`config.mk`:
```
export PLATFORM = sky130hd
export DESIGN_NAME = piet_sm_front
export DESIGN_NICKNAME = d
export VERILOG_FILES = /design/src/piet_stack_machine_execute_macros.svh /design/src/piet_sm_pkg.sv /design/src/piet_sm_front.sv
export SDC_FILE = /design/constraint.sdc
export NUM_CORES = 1
export LEC_CHECK = 0
export BUFFER_PORTS_ARGS = -buffer_cell sky130_fd_sc_hd__buf_4
export CORE_MARGIN = 8
export CORE_UTILIZATION = 55
export DETAILED_ROUTE_END_ITERATION = 6
export GPL_TIMING_DRIVEN = 0
export PLACE_DENSITY = 0.84
export SYNTH_ARGS = -nofsm -noshare
export SYNTH_HDL_FRONTEND = slang
export SYNTH_SLANG_ARGS = --single-unit
```
`constraint.sdc`:
```
create_clock -name aclk -period 4.3 [get_ports aclk]
set_input_delay 0.86 -clock aclk [delete_from_list [all_inputs] [get_ports aclk]]
set_output_delay 0.86 -clock aclk [all_outputs]
set_load 0.01 [all_outputs]
```
`src/piet_stack_machine_execute_macros.svh`:
```
// Assertion macros shared by the stack machine RTL
`ifndef PIET_STACK_MACHINE_EXECUTE_MACROS_SVH
`define PIET_STACK_MACHINE_EXECUTE_MACROS_SVH

// same-cycle implication, checked out of reset
`define PSM_ASSERT_NOW(label, clk, rstn, ante, cons) \
    label: assert property (@(posedge clk) disable iff (!rstn) (ante) |-> (cons)) \
        else $error("stack machine check failed");

// next-cycle implication, checked out of reset
`define PSM_ASSERT_NEXT(label, clk, rstn, ante, cons) \
    label: assert property (@(posedge clk) disable iff (!rstn) (ante) |=> (cons)) \
        else $error("stack machine check failed");

`endif

```
`src/piet_sm_pkg.sv`:
```
// Package: constants, codes and types of the stack machine
`default_nettype none
package piet_sm_pkg;

    localparam int STACK_DEPTH = 256;
    localparam int ADDR_W      = $clog2(STACK_DEPTH);
    localparam int CNT_W       = $clog2(STACK_DEPTH + 1);
    localparam int DATA_W      = 32;

    localparam logic [4:0] CMD_ADD      = 5'd1;
    localparam logic [4:0] CMD_DIV      = 5'd2;
    localparam logic [4:0] CMD_GREATER  = 5'd3;
    localparam logic [4:0] CMD_DUP      = 5'd4;
    localparam logic [4:0] CMD_IN_CHAR  = 5'd5;
    localparam logic [4:0] CMD_PUSH     = 5'd6;
    localparam logic [4:0] CMD_SUB      = 5'd7;
    localparam logic [4:0] CMD_MOD      = 5'd8;
    localparam logic [4:0] CMD_POINTER  = 5'd9;
    localparam logic [4:0] CMD_ROLL     = 5'd10;
    localparam logic [4:0] CMD_OUT_NUM  = 5'd11;
    localparam logic [4:0] CMD_POP      = 5'd12;
    localparam logic [4:0] CMD_MUL      = 5'd13;
    localparam logic [4:0] CMD_NOT      = 5'd14;
    localparam logic [4:0] CMD_SWITCH   = 5'd15;
    localparam logic [4:0] CMD_IN_NUM   = 5'd16;
    localparam logic [4:0] CMD_OUT_CHAR = 5'd17;

    localparam logic [2:0] STAT_OK    = 3'd0;
    localparam logic [2:0] STAT_UNDER = 3'd1;
    localparam logic [2:0] STAT_OVER  = 3'd2;
    localparam logic [2:0] STAT_DIV0  = 3'd3;
    localparam logic [2:0] STAT_ROLL  = 3'd4;

    typedef enum logic [4:0] {
        OP_NOP, OP_DUP, OP_PUSHV, OP_POP, OP_POINTER, OP_SWITCH, OP_OUT_NUM,
        OP_OUT_CHAR, OP_NOT, OP_ADD, OP_SUB, OP_MUL, OP_GREATER, OP_DIV,
        OP_MOD, OP_ROLL
    } op_t;

    // decoded instruction passed from front to back
    typedef struct packed {
        op_t               op;
        logic [DATA_W-1:0] val;
    } instr_t;

    typedef enum logic [3:0] {
        S_IDLE, S_EXEC, S_OPND, S_DIV, S_WBACK, S_R1RD, S_R1WR, S_R2RD,
        S_R2WR, S_RELOAD, S_DONE
    } state_t;

endpackage
`default_nettype wire

```
`src/piet_sm_front.sv`:
```
// Front end: accepts commands, decodes them and queues them for the back end
`default_nettype none
module piet_sm_front
    import piet_sm_pkg::*;
(
    input  wire logic                     aclk,
    input  wire logic                     aresetn,
    input  wire logic                     s_valid,
    output logic                          s_ready,
    input  wire logic [4:0]               s_command,
    input  wire logic [23:0]              s_codel_value,
    input  wire logic signed [DATA_W-1:0] s_input_value,
    output logic                          q_valid,
    output instr_t                        q_item,
    input  wire logic                     q_pop
);

    instr_t     fifo_reg [2];
    logic       wr_ptr_reg, wr_ptr_next;
    logic       rd_ptr_reg, rd_ptr_next;
    logic [1:0] fill_reg, fill_next;
    logic       push;
    instr_t     dec;

    always_comb begin
        dec.val = DATA_W'(s_codel_value);
        case (s_command)
            CMD_ADD:      dec.op = OP_ADD;
            CMD_DIV:      dec.op = OP_DIV;
            CMD_GREATER:  dec.op = OP_GREATER;
            CMD_DUP:      dec.op = OP_DUP;
            CMD_IN_CHAR:  dec.op = OP_PUSHV;
            CMD_PUSH:     dec.op = OP_PUSHV;
            CMD_SUB:      dec.op = OP_SUB;
            CMD_MOD:      dec.op = OP_MOD;
            CMD_POINTER:  dec.op = OP_POINTER;
            CMD_ROLL:     dec.op = OP_ROLL;
            CMD_OUT_NUM:  dec.op = OP_OUT_NUM;
            CMD_POP:      dec.op = OP_POP;
            CMD_MUL:      dec.op = OP_MUL;
            CMD_NOT:      dec.op = OP_NOT;
            CMD_SWITCH:   dec.op = OP_SWITCH;
            CMD_IN_NUM:   dec.op = OP_PUSHV;
            CMD_OUT_CHAR: dec.op = OP_OUT_CHAR;
            default:      dec.op = OP_NOP;
        endcase
        if (s_command == CMD_IN_CHAR || s_command == CMD_IN_NUM) begin
            dec.val = s_input_value;
        end
    end

    assign s_ready = (fill_reg != 2'd2);
    assign push    = s_valid && s_ready;
    assign q_valid = (fill_reg != 2'd0);
    assign q_item  = fifo_reg[rd_ptr_reg];

    always_comb begin
        wr_ptr_next = wr_ptr_reg ^ push;
        rd_ptr_next = rd_ptr_reg ^ q_pop;
        fill_next   = fill_reg + {1'b0, push} - {1'b0, q_pop};
    end

    always_ff @(posedge aclk) begin
        if (!aresetn) begin
            wr_ptr_reg <= 1'b0;
            rd_ptr_reg <= 1'b0;
            fill_reg   <= 2'd0;
        end else begin
            wr_ptr_reg <= wr_ptr_next;
            rd_ptr_reg <= rd_ptr_next;
            fill_reg   <= fill_next;
        end
        if (push) begin
            fifo_reg[wr_ptr_reg] <= dec;
        end
    end

endmodule
`default_nettype wire

```
==> results of run 1 <==
## worst paths after layout
kind         cells past startpoint                    from                         to  slack, ns
min reg2reg                      2   rd_ptr_reg$_SDFF_PN0_      rd_ptr_reg$_SDFF_PN0_       0.58
min                              2   rd_ptr_reg$_SDFF_PN0_      rd_ptr_reg$_SDFF_PN0_       0.58
max reg2reg                      4  fill_reg[0]$_SDFF_PN0_  fifo_reg[0][35]$_DFFE_PP_       2.36
max                              4               flip-flop                 q_item[22]       1.52
## per-layer routing
layer  GRT usage (%)  up-vias  wire length [um]
met5               0        -                 0
met4            7.02        0               112
met2            25.3       79              3280
met3            5.43       10               643
li1                -     1012                 -
met1            17.5      999              2680
## where the power goes
part / switching (mW) / leakage [nW] / total, mW / internal, mW
sequential: 0.0175 / 0.718 / 0.927 / 0.910
combinational: 0.166 / 1.03 / 0.360 / 0.194
clock: 0.235 / 0.0821 / 0.435 / 0.200
total: 0.419 / 1.83 / 1.72 / 1.30
## worst register-to-register path, stage by stage, from the launching register on
cell and delay [ns]:
sky130_fd_sc_hd__dfxtp_1 0.37, sky130_fd_sc_hd__nand2b_1 0.15, sky130_fd_sc_hd__nand2_1 0.15, sky130_fd_sc_hd__inv_1 0.09, sky130_fd_sc_hd__ha_2 0.77
## logic make-up (layout without fill, tap and decap cells)
| logic type | count (synthesis) | count (layout) | share of synthesized area, % |
|---|---|---|---|
| flops | 77 | 77 | 65.4 |
| compound gates | 11 | 11 | 2.42 |
| fa+ha+maj | 7 | 7 | 2.53 |
| mux | 63 | 63 | 20.9 |
| buf+inv | 25 | 142 | 3.90 |
| other cells | 1 | 1 | 0.108 |
| simple gates | 28 | 28 | 4.30 |
| xor+xnor | 2 | 2 | 0.506 |
## cell usage in the layout (no fill, tap or decap), types with 2 or more instances in the layout
| cell type | synthesis | layout |
|---|---|---|
| sky130_fd_sc_hd__buf_4 | 2 | 103 |
| sky130_fd_sc_hd__edfxtp_1 | 72 | 72 |
| sky130_fd_sc_hd__mux2_2 | 60 | 60 |
| sky130_fd_sc_hd__inv_1 | 15 | 15 |
| sky130_fd_sc_hd__nor2_1 | 12 | 11 |
| sky130_fd_sc_hd__clkbuf_8 | 0 | 9 |
| sky130_fd_sc_hd__ha_1 | 7 | 6 |
| sky130_fd_sc_hd__dfxtp_1 | 5 | 5 |
| sky130_fd_sc_hd__nand2b_1 | 4 | 4 |
| sky130_fd_sc_hd__buf_6 | 4 | 4 |
| sky130_fd_sc_hd__a21oi_1 | 4 | 4 |
| sky130_fd_sc_hd__clkinv_2 | 0 | 4 |
| sky130_fd_sc_hd__nand2_1 | 3 | 3 |
| sky130_fd_sc_hd__buf_2 | 3 | 3 |
| sky130_fd_sc_hd__and2_1 | 3 | 3 |
| sky130_fd_sc_hd__o21ai_0 | 2 | 2 |
| sky130_fd_sc_hd__mux2i_1 | 2 | 2 |
| sky130_fd_sc_hd__nor3b_1 | 2 | 2 |
## cell type report
type                            instances  share of cell area (%)
Inverter                               15                    1.25
Clock inverter                          6                   0.695
Buffer                                 10                    1.75
Sequential cell                        77                    50.3
Tap cell                               77                    2.14
Timing Repair Buffer                  102                    17.3
Multi-Input combinational cell        112                    23.9
Clock buffer                            9                    2.75
==> results.txt, run 1 <==
----------------------------------------------------
[Run status]
  Run status ... completed

[Synthesis]
  Ys async rst share ... 0%
  Synth top area cells ... sky130_fd_sc_hd__edfxtp_1 (62%), sky130_fd_sc_hd__mux2_2 (20%), sky130_fd_sc_hd__dfxtp_1 (2.9%)
  Most used flip-flop cell after synthesis ... sky130_fd_sc_hd__edfxtp_1
  Post-synthesis net count ... around 290
  Post-synthesis instance area ... 3460 um2
  Distinct cell type count of the synthesized netlist ... 30
  Mean instance size in the synthesized netlist ... around 16 um2
  Number of synthesized register bits ... 77
  Leading post-synthesis cells by instance count ... sky130_fd_sc_hd__edfxtp_1 (72), sky130_fd_sc_hd__mux2_2 (60), sky130_fd_sc_hd__inv_1 (15)
  EDFF count, synth ... 72
  Synthesized instance count ... ~210
  Most frequent cell after synthesis ... sky130_fd_sc_hd__edfxtp_1
  Area share of the leading cell type in the synthesized netlist ... between 60% and 70%
  Part of the Yosys area used for sequential elements ... 65.4%
  Yosys warning total ... 0
  Post-synth top area cell ... sky130_fd_sc_hd__edfxtp_1

[Final layout]
  Summed area of non-filler cells in the final layout ... 4500 um2
  Footprint of the multi-input gates ... 1070 um2
  Post-layout util ... a little over 70%
  Final non-filler cell total ... roughly 400
  Number of flip-flops under the largest register name ... 72
  Share of final-layout standard cells stronger than drive strength 1 ... between 50% and 60%
  # fillers ... 433
  Ant diodes ... 0
  Fin nets ... 399
  Area growth syn-to-layout ... 30.0%
  Sequential Area ... about 2300 um2

[Min path]
  Worst hold path type ... reg -> reg

[Die]
  DIE WIDTH ... about 95 um
  Initial standard-cell utilization of the core ... 55.8%
  Number of top-level pins ... 104
  Total die area ... about 9100 um2
  Number of rows created at floorplan ... 29
  Chip Height ... approximately 95 um
  Placeable core region ... just over 6000 um2

[Clock network]
  Clock transition at path regs ... 0.07 ns
  CTS tree ... done
  Clock buffers created by TritonCTS ... 9
  Quantity of hold-fixing buffers added after cts ... 0
  Number of buffers on the longest clock path ... 2
  Sink count of the clock tree ... 77
  Post-CTS setup repair buffer count ... 0
  Clk_lat worst skew ... approximately 0.33 ns
  Number of H-tree branching levels ... 3
  Clock root buffer ... sky130_fd_sc_hd__clkbuf_8
  Total of cells resized after clock tree synthesis ... 0

[Critical path]
  Cell family with most CP delay ... buffers and inverters
  Slowest Stage Delay on Critical Path ... between 0.3 and 0.4 ns
  Bufs and invs on worst path ... 3
  Critical Path End Type ... output port
  Cell with the biggest individual delay on the critical path ... sky130_fd_sc_hd__clkbuf_1
  Arrival time worst endpoint ... about 1.9 ns
  Maximum net fanout on the critical path ... 10
  Launching element type of the critical path ... flip-flop
  Crit path required time ... 3.44 ns
  Worst Setup Path Type ... reg -> out
  Crit path cell chain ... clkbuf_1 -> buf_2 -> mux2_2 -> buf_4

[Global routing]
  Wire length of the first global-routing pass ... around 11000 um
  Overall fraction of global-route tracks in use ... between 10% and 20%
  Number of global-route vias before repair ... about 2300
  Total congestion overflow ... 0
  Pin count of the biggest net entering global routing ... 37
  Number of antenna violations at the first check in global routing ... 0

[Timing]
  Tightest slew margin relative to the limit ... about two fifths
  Final critical-path setup slack ... 1.52 ns
  Sum of negative setup slack ... 0 ns
  Time the final worst path needs with I/O delays and setup ... 2.78 ns
  Setup violators final ... 0
  Final-layout worst hold slack ... ~0.58 ns
  RSZ-0062 raised after global routing ... no
  Hold Fails Final Rpt ... 0
  Layout Skew ... 0.00615 ns
  Fmax achieved ... roughly 360 MHz
  Final-report max-slew violation count ... 0
  Actual slew at the worst max-slew pin ... 0.901 ns
  Final period utilization ... 64.7%

[Pwr]
  Leakage power ... 1.83 nW
  Pwr dens ... roughly 380 nW/um2
  Overall power ... 1.72 mW
  Worst vdd ir ... ~0.30 mV

[Drt]
  Average wire per standard cell ... approximately 16 um
  Total Wirelength ... roughly 6700 um
  Number of DRC markers in iteration 0 ... between 100 and 150
  Number of vias after detailed routing ... 2100
  Number of DRC violations after detailed routing ... 0
  Number of detailed-routing iterations run before antenna repair ... 4
  Number of nets with antenna violations after routing ... 0
  Routed vias/inst ... between 5 and 6

[Place]
  Pre-CTS setup slack ... 1.67 ns
  Post-DP HPWL ... ~5000 um
  Buffers added on ports ... approximately 100
  Placed instance area ... 4350 um2
  Post-placement cell count ... 393
  Weighted congestion at the end of routability-driven global placement ... roughly 0.74

[Run]
  Max-cap violation count ... 0

----------------------------------------------------
(Power assumes the default switching activity.)
==> inputs of run 2 (changes only) <==
--- a/config.mk
+++ b/config.mk
@@ -7,10 +7,10 @@
 export LEC_CHECK = 0
 export BUFFER_PORTS_ARGS = -buffer_cell sky130_fd_sc_hd__buf_4
 export CORE_MARGIN = 8
-export CORE_UTILIZATION = 55
+export CORE_UTILIZATION = 46
 export DETAILED_ROUTE_END_ITERATION = 6
 export GPL_TIMING_DRIVEN = 0
-export PLACE_DENSITY = 0.84
+export PLACE_DENSITY = 0.75
 export SYNTH_ARGS = -nofsm -noshare
 export SYNTH_HDL_FRONTEND = slang
 export SYNTH_SLANG_ARGS = --single-unit
==> constraint.sdc (replaced) <==
create_clock -name aclk -period 2.3 [get_ports aclk]
set_input_delay 0.46 -clock aclk [delete_from_list [all_inputs] [get_ports aclk]]
set_output_delay 0.46 -clock aclk [all_outputs]
set_load 0.01 [all_outputs]
==> run 2 against run 1 <==
  * Critical path depth is 1 lower
  * Routed wire length rose by 5.7%
  * Power is 120% higher
  * Sequential power grew 88%
  * Final cell count rose by 5.4%
==> results.txt, run 2 (same netlist as run 1, synthesis figures left out) <==
----------------------------------------------------
[Run status]
  Run status ... completed

[Critical path]
  Worst Reg-to-Reg Cells ... 4
  Worst Setup Path Type ... reg -> out
  Launching element type of the critical path ... flip-flop
  Maximum net fanout on the critical path ... 10
  Cell with the biggest individual delay on the critical path ... sky130_fd_sc_hd__dfxtp_2
  Cell family with most CP delay ... buffers and inverters
  Arrival time worst endpoint ... 1.64 ns
  Bufs and invs on worst path ... 2
  Crit path required time ... ~1.8 ns
  Setup slack, reg-to-reg ... 0.38 ns
  Critical Path End Type ... output port
  R2r startpoint ... fill_reg[0]$_SDFF_PN0_
  Crit path cell chain ... buf_2 -> mux2_2 -> buf_4
  Slowest Stage Delay on Critical Path ... roughly 0.45 ns
  Capture instance of the worst register-to-register path ... fifo_reg[0][19]$_DFFE_PP_

[Timing]
  Sum of negative setup slack ... 0 ns
  Actual slew at the worst max-slew pin ... a little over 0.9 ns
  Setup violators final ... 0
  Final period utilization ... 91.1%
  RSZ-0062 raised after global routing ... no
  Tightest slew margin relative to the limit ... around 38%
  Layout Skew ... roughly 0.0065 ns
  Time the final worst path needs with I/O delays and setup ... around 2.1 ns
  Fmax achieved ... 477 MHz
  Hold Fails Final Rpt ... 0
  Final-layout worst hold slack ... approximately 0.36 ns
  Final-report max-slew violation count ... 0

[Run]
  Max-cap violation count ... 0

[Clock network]
  Clock buffers created by TritonCTS ... 9
  Post-CTS setup repair buffer count ... 0
  Quantity of hold-fixing buffers added after cts ... 0
  Clock root buffer ... sky130_fd_sc_hd__clkbuf_8
  Sink count of the clock tree ... 77
  Number of buffers on the longest clock path ... 2
  Clk_lat worst skew ... roughly 0.35 ns
  CTS tree ... done
  Clock transition at path regs ... 0.07 ns
  Number of H-tree branching levels ... 3

[Die]
  Chip Height ... roughly 100 um
  DIE WIDTH ... 103 um
  Placeable core region ... just over 7000 um2
  Number of rows created at floorplan ... 31
  Initial standard-cell utilization of the core ... a little under half
  Number of top-level pins ... approximately 100
  Total die area ... between 10000 and 15000 um2

[Min path]
  Worst hold path type ... in -> reg
  Number of stages on the worst hold path ... 2
  Min-delay src ... aresetn
  Hold Path End ... rd_ptr_reg$_SDFF_PN0_

[Global routing]
  Total congestion overflow ... 0
  GRT Max-Usage Layer ... met2
  Met2 Track Usage GR ... 23.5%
  Pin count of the biggest net entering global routing ... 37
  GR Util met1 ... between 10% and 20%
  Number of antenna violations at the first check in global routing ... 0
  Global-route track usage on met3 ... 4.39%
  Number of global-route vias before repair ... 2304
  Overall fraction of global-route tracks in use ... 13.7%
  Wire length of the first global-routing pass ... ~11000 um

[Pwr]
  Pwr dens ... slightly above 800 nW/um2
  Share of total power in sequential cells ... between 40% and 50%
  Net Sw Power ... around 0.84 mW
  Gate power share ... between 10% and 20%
  Internal power ... between 2 and 3 mW
  Worst vdd ir ... between 0.4 and 0.5 mV
  Overall power ... about 3.7 mW
  Fraction of power spent switching nets ... around 22%
  Proportion of power drawn by the clock network ... between 30% and 40%
  Leakage power ... ~1.9 nW

[Final layout]
  Ant diodes ... 0
  Most frequent standard cell in the layout excluding fill and tap cells ... sky130_fd_sc_hd__buf_4
  Area growth syn-to-layout ... 34.1%
  # fillers ... 535
  Fin nets ... just under 400
  Leading cell types in the layout, fill and taps excluded ... sky130_fd_sc_hd__buf_4 (103), sky130_fd_sc_hd__edfxtp_1 (72), sky130_fd_sc_hd__mux2_2 (60)
  Number of flip-flops under the largest register name ... slightly above 70
  Summed area of non-filler cells in the final layout ... 4640 um2
  Share of final-layout standard cells stronger than drive strength 1 ... approximately three fifths

[Drt]
  Number of DRC violations after detailed routing ... 0
  Number of detailed-routing iterations run before antenna repair ... 4
  Total Wirelength ... ~7000 um
  Routed vias/inst ... about 4.9
  Number of nets with antenna violations after routing ... 0
  Average wire per standard cell ... approximately 17 um
  Number of DRC markers in iteration 0 ... 51
  Number of vias after detailed routing ... around 2100

[Place]
  Buffers added on ports ... 101
  Post-DP HPWL ... 5060 um
  Placed instance area ... ~4400 um2
  Weighted congestion at the end of routability-driven global placement ... between 0.7 and 0.8

----------------------------------------------------
==> run 2: routing by layer <==
layer	share of wire, %	wire [um]
met5	0	0
met4	2.1	149
met3	9.1	648
met2	49	3460
met1	40	2840
==> run 2: how the worst max path moves through the flow <==
| stage | startpoint | end | slack [ns] | depth (start not counted) |
|---|---|---|---|---|
| after floorplan | fill_reg[0]$_SDFF_PN0_ | fifo_reg[0][0]$_DFFE_PP_ | 0.29 | 4 |
| after global placement | s_valid | fifo_reg[1][4]$_DFFE_PP_ | -0.26 | 3 |
| after detailed placement | s_command[1] | fifo_reg[0][18]$_DFFE_PP_ | 0.04 | 7 |
| after CTS | flip-flop | q_item[30] | 0.009 | 3 |
| after global routing | flip-flop | q_item[19] | 0.07 | 3 |
| final | flip-flop | q_item[20] | 0.20 | 3 |
==> run 2: worst reg2reg max path, stage by stage (launching register included) <==
cell	delay, ns
sky130_fd_sc_hd__dfxtp_1	0.38
sky130_fd_sc_hd__nand2b_1	0.14
sky130_fd_sc_hd__nand2_1	0.13
sky130_fd_sc_hd__inv_1	0.09
sky130_fd_sc_hd__ha_2	0.80
==> run 2: power groups by stage <==
stage | registers (mW) | clock network (mW) | logic [mW]
final | 1.74 | 1.32 | 0.673
after CTS | 1.74 | 1.34 | 0.686
after global routing | 1.75 | 1.41 | 0.731
after floorplan | 1.76 | 0 | 0.355
after global placement | 1.76 | 0 | 0.662
after detailed placement | 1.77 | 0 | 0.689
==> run 2: cell type report <==
type,count,area [um2],share of cell area (%)
inverters,15,56.3,1.21
flip-flops and latches,77,2260,48.8
multi-input cells,112,1070,23.1
clock inverters,6,134,2.89
repair buffers,102,786,16.9
plain buffers,9,75.1,1.62
well taps,99,124,2.67
clock buffers,10,128,2.75
==> run 2: metrics by stage <==
stage	std cells	utilization [%]	setup slack [ns]
4_1_cts	430	63.9	0.00856
2_1_floorplan	214	-	0.291
6_report	430	64.0	0.204
3_5_place_dp	415	60.4	0.0396
3_3_place_gp	414	59.9	-0.258
5_1_grt	430	64.0	0.0735
==> run 2: timing repair <==
item | CTS | global route
pin swaps | 0 | 0
endpoints found under the setup margin | 30 | 30
resized for setup | 0 | 1
